--- src/sv/scc_pkg.sv ---
// ----------------------------------------------------------------------------
// scc_pkg
// Shared constants and controller/datapath interface types for the source
// component counter.
// ----------------------------------------------------------------------------
package scc_pkg;

  localparam int NODE_DEF = 1024;
  localparam int EDGE_DEF = 4096;
  localparam int IO_W     = 11;

  typedef struct packed {
    logic clr_start;
    logic clr_step;
    logic edge_drop;
    logic edge_rd;
    logic edge_wr;
    logic cmp_start;
    logic p1_rd;
    logic p1_root;
    logic p1_next;
    logic p2_init;
    logic p2_rd;
    logic p2_look;
    logic p2_root;
    logic p2_next;
    logic step_edge;
    logic step_fin;
    logic pop_ld;
    logic edge_take;
    logic push;
    logic res_ld;
    logic pass2;
  } cmd_t;

  typedef struct packed {
    logic clr_last;
    logic in_bad;
    logic p1_end;
    logic p1_unseen;
    logic p2_end;
    logic p2_ok;
    logic p2_unseen;
    logic cur_end;
    logic last_pop;
    logic v_ok;
    logic push_ok;
    logic out_full;
  } sts_t;

endpackage

--- src/sv/scc_ctrl.sv ---
// ----------------------------------------------------------------------------
// scc_ctrl
// Sequencer for edge loading, both graph walks, result hand-off and the
// clearing sweep of the source component counter.
// ----------------------------------------------------------------------------
module scc_ctrl (
  input  logic          clk,
  input  logic          rst_n,
  input  logic          in_valid,
  input  logic          in_mode,
  output logic          in_stall,
  input  scc_pkg::sts_t sts,
  output scc_pkg::cmd_t cmd
);

  typedef enum logic [12:0] {
    S_CLEAR  = 13'b0000000000001,
    S_IDLE   = 13'b0000000000010,
    S_ADD    = 13'b0000000000100,
    S_P1_RD  = 13'b0000000001000,
    S_P1_CHK = 13'b0000000010000,
    S_STEP   = 13'b0000000100000,
    S_POP    = 13'b0000001000000,
    S_EDGE   = 13'b0000010000000,
    S_CHECK  = 13'b0000100000000,
    S_P2_RD  = 13'b0001000000000,
    S_P2_F   = 13'b0010000000000,
    S_P2_CHK = 13'b0100000000000,
    S_DONE   = 13'b1000000000000
  } state_t;

  state_t state_r, state_nxt;
  logic   pass2_r, pass2_nxt;

  always_comb begin
    state_nxt = state_r;
    pass2_nxt = pass2_r;
    cmd       = '0;
    unique case (state_r)
      S_CLEAR: begin
        cmd.clr_step = 1'b1;
        if (sts.clr_last) begin
          state_nxt = S_IDLE;
        end
      end
      S_IDLE: begin
        if (in_valid) begin
          if (in_mode) begin
            cmd.cmp_start = 1'b1;
            pass2_nxt     = 1'b0;
            state_nxt     = S_P1_RD;
          end else if (sts.in_bad) begin
            cmd.edge_drop = 1'b1;
          end else begin
            cmd.edge_rd = 1'b1;
            state_nxt   = S_ADD;
          end
        end
      end
      S_ADD: begin
        cmd.edge_wr = 1'b1;
        state_nxt   = S_IDLE;
      end
      S_P1_RD: begin
        if (sts.p1_end) begin
          cmd.p2_init = 1'b1;
          pass2_nxt   = 1'b1;
          state_nxt   = S_P2_RD;
        end else begin
          cmd.p1_rd = 1'b1;
          state_nxt = S_P1_CHK;
        end
      end
      S_P1_CHK: begin
        if (sts.p1_unseen) begin
          cmd.p1_root = 1'b1;
          state_nxt   = S_STEP;
        end else begin
          cmd.p1_next = 1'b1;
          state_nxt   = S_P1_RD;
        end
      end
      S_STEP: begin
        if (sts.cur_end) begin
          cmd.step_fin = 1'b1;
          if (!sts.last_pop) begin
            state_nxt = S_POP;
          end else if (pass2_r) begin
            cmd.p2_next = 1'b1;
            state_nxt   = S_P2_RD;
          end else begin
            cmd.p1_next = 1'b1;
            state_nxt   = S_P1_RD;
          end
        end else begin
          cmd.step_edge = 1'b1;
          state_nxt     = S_EDGE;
        end
      end
      S_POP: begin
        cmd.pop_ld = 1'b1;
        state_nxt  = S_STEP;
      end
      S_EDGE: begin
        cmd.edge_take = 1'b1;
        state_nxt     = sts.v_ok ? S_CHECK : S_STEP;
      end
      S_CHECK: begin
        cmd.push  = sts.push_ok;
        state_nxt = S_STEP;
      end
      S_P2_RD: begin
        if (sts.p2_end) begin
          state_nxt = S_DONE;
        end else begin
          cmd.p2_rd = 1'b1;
          state_nxt = S_P2_F;
        end
      end
      S_P2_F: begin
        if (sts.p2_ok) begin
          cmd.p2_look = 1'b1;
          state_nxt   = S_P2_CHK;
        end else begin
          cmd.p2_next = 1'b1;
          state_nxt   = S_P2_RD;
        end
      end
      S_P2_CHK: begin
        if (sts.p2_unseen) begin
          cmd.p2_root = 1'b1;
          state_nxt   = S_STEP;
        end else begin
          cmd.p2_next = 1'b1;
          state_nxt   = S_P2_RD;
        end
      end
      S_DONE: begin
        if (!sts.out_full) begin
          cmd.res_ld    = 1'b1;
          cmd.clr_start = 1'b1;
          state_nxt     = S_CLEAR;
        end
      end
      default: begin
        state_nxt = S_CLEAR;
      end
    endcase
    cmd.pass2 = pass2_r;
  end

  assign in_stall = (state_r != S_IDLE);

  always_ff @(posedge clk) begin
    if (!rst_n) begin
      state_r <= S_CLEAR;
      pass2_r <= 1'b0;
    end else begin
      state_r <= state_nxt;
      pass2_r <= pass2_nxt;
    end
  end

`ifndef NO_ASSERTIONS
  a_accept_idle: assert property (@(posedge clk) disable iff (!rst_n)
    (in_valid && !in_stall && !in_mode && !sts.in_bad) |=> (state_r == S_ADD))
    else $error("valid edge beat not followed by a store cycle");
  a_walk_mode: assert property (@(posedge clk) disable iff (!rst_n)
    (state_r == S_P2_CHK) |-> pass2_r)
    else $error("second pass check outside the second pass");
  a_res_clear: assert property (@(posedge clk) disable iff (!rst_n)
    cmd.res_ld |=> (state_r == S_CLEAR))
    else $error("result not followed by the clearing sweep");
`endif

endmodule

--- config.mk ---
export PLATFORM = sky130hd
export DESIGN_NAME = scc_ctrl
export DESIGN_NICKNAME = d
export VERILOG_FILES = /design/src/sv/scc_pkg.sv /design/src/sv/scc_ctrl.sv
export SDC_FILE = /design/constraint.sdc
export NUM_CORES = 1
export LEC_CHECK = 0
export BUFFER_PORTS_ARGS = -buffer_cell sky130_fd_sc_hd__buf_2
export CORE_ASPECT_RATIO = 0.75
export CORE_UTILIZATION = 43
export CTS_CLUSTER_SIZE = 8
export DETAILED_ROUTE_END_ITERATION = 6
export GPL_TIMING_DRIVEN = 0
export HOLD_SLACK_MARGIN = 0.1
export MAX_ROUTING_LAYER = met4
export PLACE_DENSITY = 0.75
export SLEW_MARGIN = 5
export SYNTH_ARGS = -nofsm -noshare
export SYNTH_HDL_FRONTEND = slang
export SYNTH_SLANG_ARGS = --single-unit
--- constraint.sdc ---
create_clock -name clk -period 1.8 [get_ports clk]
set_input_delay 0.18 -clock clk [delete_from_list [all_inputs] [get_ports clk]]
set_output_delay 0.18 -clock clk [all_outputs]
set_load 0.02 [all_outputs]
==> impl_metrics.py <==
metrics = {
    "critical_path": {
        "r2r_slack_ns": -0.30,
        "worstReg2RegEnd": "state_r[2]",
        "ff2ff_path_depth": 12,
        "cp-start-kind": "register",
        "worst_ep_required_time_ns": 1.62,
        "critical_path_class": "register to primary output",
        "path_max_fanout": 4,
        "end_kind": "primary output",
        "r2r_start": "state_r[12]",
        "arrival_ns": 2.12,
    },
    "placement": {
        "dpl_cell_area_sq_um": 1210,
        "port_buffers": 37,
        "dp_hpwl_mm": 1.88,
        "pre_cts_ws_ns": -0.322,
        "gp_congestion": 0.860,
    },
    "cells_and_area": {
        "area_delta_synth_final_pct": 81.2,
        "diodes": 0,
        "finalInstanceArea_sq_um": 1750,
        "layout-drive-gt1-share": 0.615,
        "fin_nets": 209,
    },
    "sta": {
        "fmax_mhz": 435,
        "tightest_slew_ns": 0.414,
        "fin_crit_sh": 1.28,
        "period_minus_slack_ns": 2.30,
        "max-slew-margin-rel": 0.722,
        "setup_viol": 30,
        "fin_ws_ns": -0.498,
        "fin_worst_skew_ns": 0.00528,
        "hold_violations": 0,
        "slew_viol_final": 0,
        "holdWs_ns": 0.149,
        "rsz0062_at_grt": "true",
    },
    "route": {
        "drt_iter0_drc": 42,
        "viasPerCell": 5.69,
        "vias": 1229,
        "drtPass1Iterations": 6,
        "routed_wirelength_mm": 3.37,
        "routedWlPerCell_um": 15.6,
        "route.detailed.drc": 6,
        "detail-route-antenna-nets": 0,
    },
    "logic_synthesis": {
        "netlist_area_sq_um": 967,
        "ys_seq_area_frac": 0.290,
        "syn-mean-instance-area_sq_um": 8.06,
        "ys_types": 40,
        "synth_seq_cells": 14,
        "syn_inst": 120,
        "synthesis.nets": 136,
        "ys_warn_count": 0,
    },
    "cts": {
        "clk_path_buf_depth": 2,
        "cts_made_buffers": 3,
        "cts_tree": "built",
        "clk_root_buffer_cell": "clkbuf_4",
        "cts_sinks": 14,
        "h-tree-depth": 1,
        "clk_latency_ns": 0.30,
        "cts.clk_slew.worst_paths_ns": 0.10,
    },
    "floorplanning": {
        "start_util": 0.468,
        "rows": 14,
        "die_x_um": 56.8,
        "num_io_pins": 38,
        "die_area_sq_um": 2440,
        "core_region_area_sq_um": 2070,
        "chipHeight_um": 43.1,
    },
    "pwr": {
        "pwr-share-comb": 0.387,
        "powerDensity_nw_per_um2": 539,
        "power.internal_w": 0.000633,
        "swShare": 0.330,
        "p_leak_nw": 0.804,
        "seqPwrFrac": 0.347,
        "ir_drop_uv": 491,
        "power_switching_w": 0.000312,
        "pwr-share-clk": 0.265,
    },
    "global_routing": {
        "met3_usage": 0.0671,
        "overflow": 0,
        "grtUsageTotal": 0.293,
        "grt_max_degree": 11,
        "grt_use_met1": 0.357,
        "antenna_found_initial": 0,
        "met2_usage": 0.512,
        "busiest_layer": "met2",
        "grt_first_pass_wirelength_mm": 5.25,
        "grt_pass1_vias": 1123,
    },
    "worst_hold_path": {
        "hold_start": "sts[2]",
        "hold_depth": 2,
        "holdPathEnd": "state_r[8]",
        "min_path_type": "input port to register",
    },
    "run_status": {
        "violations": "design-rule violations, negative setup slack",
        "status": "finished with violations",
    },
    "flow_run": {
        "cap_violations": 0,
    },
}
[power groups by stage]
stage	Combinational [W]	Sequential, W	Clock [W]
after floorplan	0.000156	0.000337	0
after global placement	0.000207	0.000340	0
after detailed placement	0.000212	0.000342	0
after CTS	0.000322	0.000329	0.000249
after global routing	0.000390	0.000329	0.000260
final	0.000366	0.000328	0.000251
[Yosys cell counts]
cell type	instances	area, sq um
a211oi_1	1	7.51
nor2_1	13	48.8
a221o_1	1	10.0
a211oi_2	1	12.5
a31o_1	1	8.76
nand2b_1	3	18.8
o22ai_1	1	6.26
nor4_4	1	21.3
o21a_1	2	15.0
nand4_1	3	18.8
nor4_1	1	6.26
nand2_1	9	33.8
clkbuf_1	3	11.3
and2_1	5	31.3
a21boi_1	1	7.51
and2b_1	1	7.51
nand4b_1	2	17.5
xnor2_1	1	8.76
a21boi_0	1	7.51
or4_4	1	11.3
and4_1	1	8.76
nor3_1	8	40.0
o21ai_0	4	20.0
a21oi_1	3	15.0
o31a_1	1	8.76
inv_1	6	22.5
xor2_1	2	17.5
nor3b_4	2	37.5
nand3_1	3	15.0
and3_1	4	25.0
o211a_1	1	10.0
o22a_1	1	8.76
and4b_1	4	40.0
nor4_2	1	12.5
or3_1	2	12.5
nor3b_1	3	22.5
and4bb_1	1	12.5
nor2b_1	4	25.0
dfxtp_1	14	280
buf_4	3	22.5
[worst max-delay path by stage]
stage	startpoint	to	slack, ns	cells past startpoint
floorplan	state_r[2]	cmd[12]	-0.05	5
global placement	state_r[1]	cmd[12]	-0.29	6
detailed placement	state_r[1]	cmd[12]	-0.32	6
CTS	state_r[1]	cmd[7]	-0.50	6
global route	state_r[1]	cmd[7]	-0.57	6
finish	state_r[1]	cmd[7]	-0.50	6
[through the flow]
step / setup TNS, ns / std cells / power (W) / utilization
after floorplan: -0.143 / 120 / 0.000493 / -
after global placement: -1.61 / 181 / 0.000547 / 0.587
after detailed placement: -2.26 / 181 / 0.000553 / 0.587
after CTS: -6.82 / 214 / 0.000899 / 0.807
after global routing: -10.37 / 216 / 0.000980 / 0.848
final: -7.94 / 216 / 0.000945 / 0.848
[critical path, cell delays in order, from the launching register on]
cell and delay (ns):
dfxtp_2 0.34, or4_4 0.57, nor3b_4 0.28, nand4_1 0.19
buf_4 0.19, o22ai_4 0.11, buf_6 0.14
[final cells by class]
cell class	instances	area, sq um
fillers	106	314
well taps	24	30.0
multi-input cells	94	779
flip-flops and latches	14	298
clock buffers	4	36.3
repair buffers	70	554
plain buffers	4	30.0
inverters	6	25.0
[placed cells by master (no fill, tap or decap), types with 3 or more instances in the layout]
cell type,synthesis,routed
o21ai_0,4,4
nand2b_1,3,3
buf_2,0,18
nor2_1,13,9
nor2b_1,4,3
dfxtp_2,0,5
and3_1,4,3
buf_4,3,34
clkbuf_4,0,3
nand4_1,3,3
inv_1,6,3
dfxtp_4,0,3
dfxtp_1,14,6
and2_4,0,3
nor3_1,8,5
buf_6,0,20
nand2_1,9,7
[cells by family (layout without fill, tap and decap cells)]
group           after synthesis  in the layout  synth area share
compound gates               19             19             0.142
xor+xnor                      3              3            0.0272
buf+inv                      12             84            0.0582
flops                        14             14             0.290
simple gates                 72             72             0.483
[layer usage]
layer | vias to the layer above | routed length, um
met2 | 67 | 1700
li1 | 581 | -
met1 | 579 | 1400
met5 | - | 0
met3 | 2 | 255
met4 | 0 | 14
[timing repair]
item	4_1_cts	5_1_grt
endpoints found under the hold margin	1	0
hold buffers	1	0
setup endpoints to repair	29	34
resized for setup	60	21
gates cloned	0	0
setup buffers	30	5
pin swaps	19	8
[flip-flops by register name, summed over array words and instances, names as in the netlist]
name	flops
pass2_r	1
state_r	13
(Power assumes the default switching activity.)
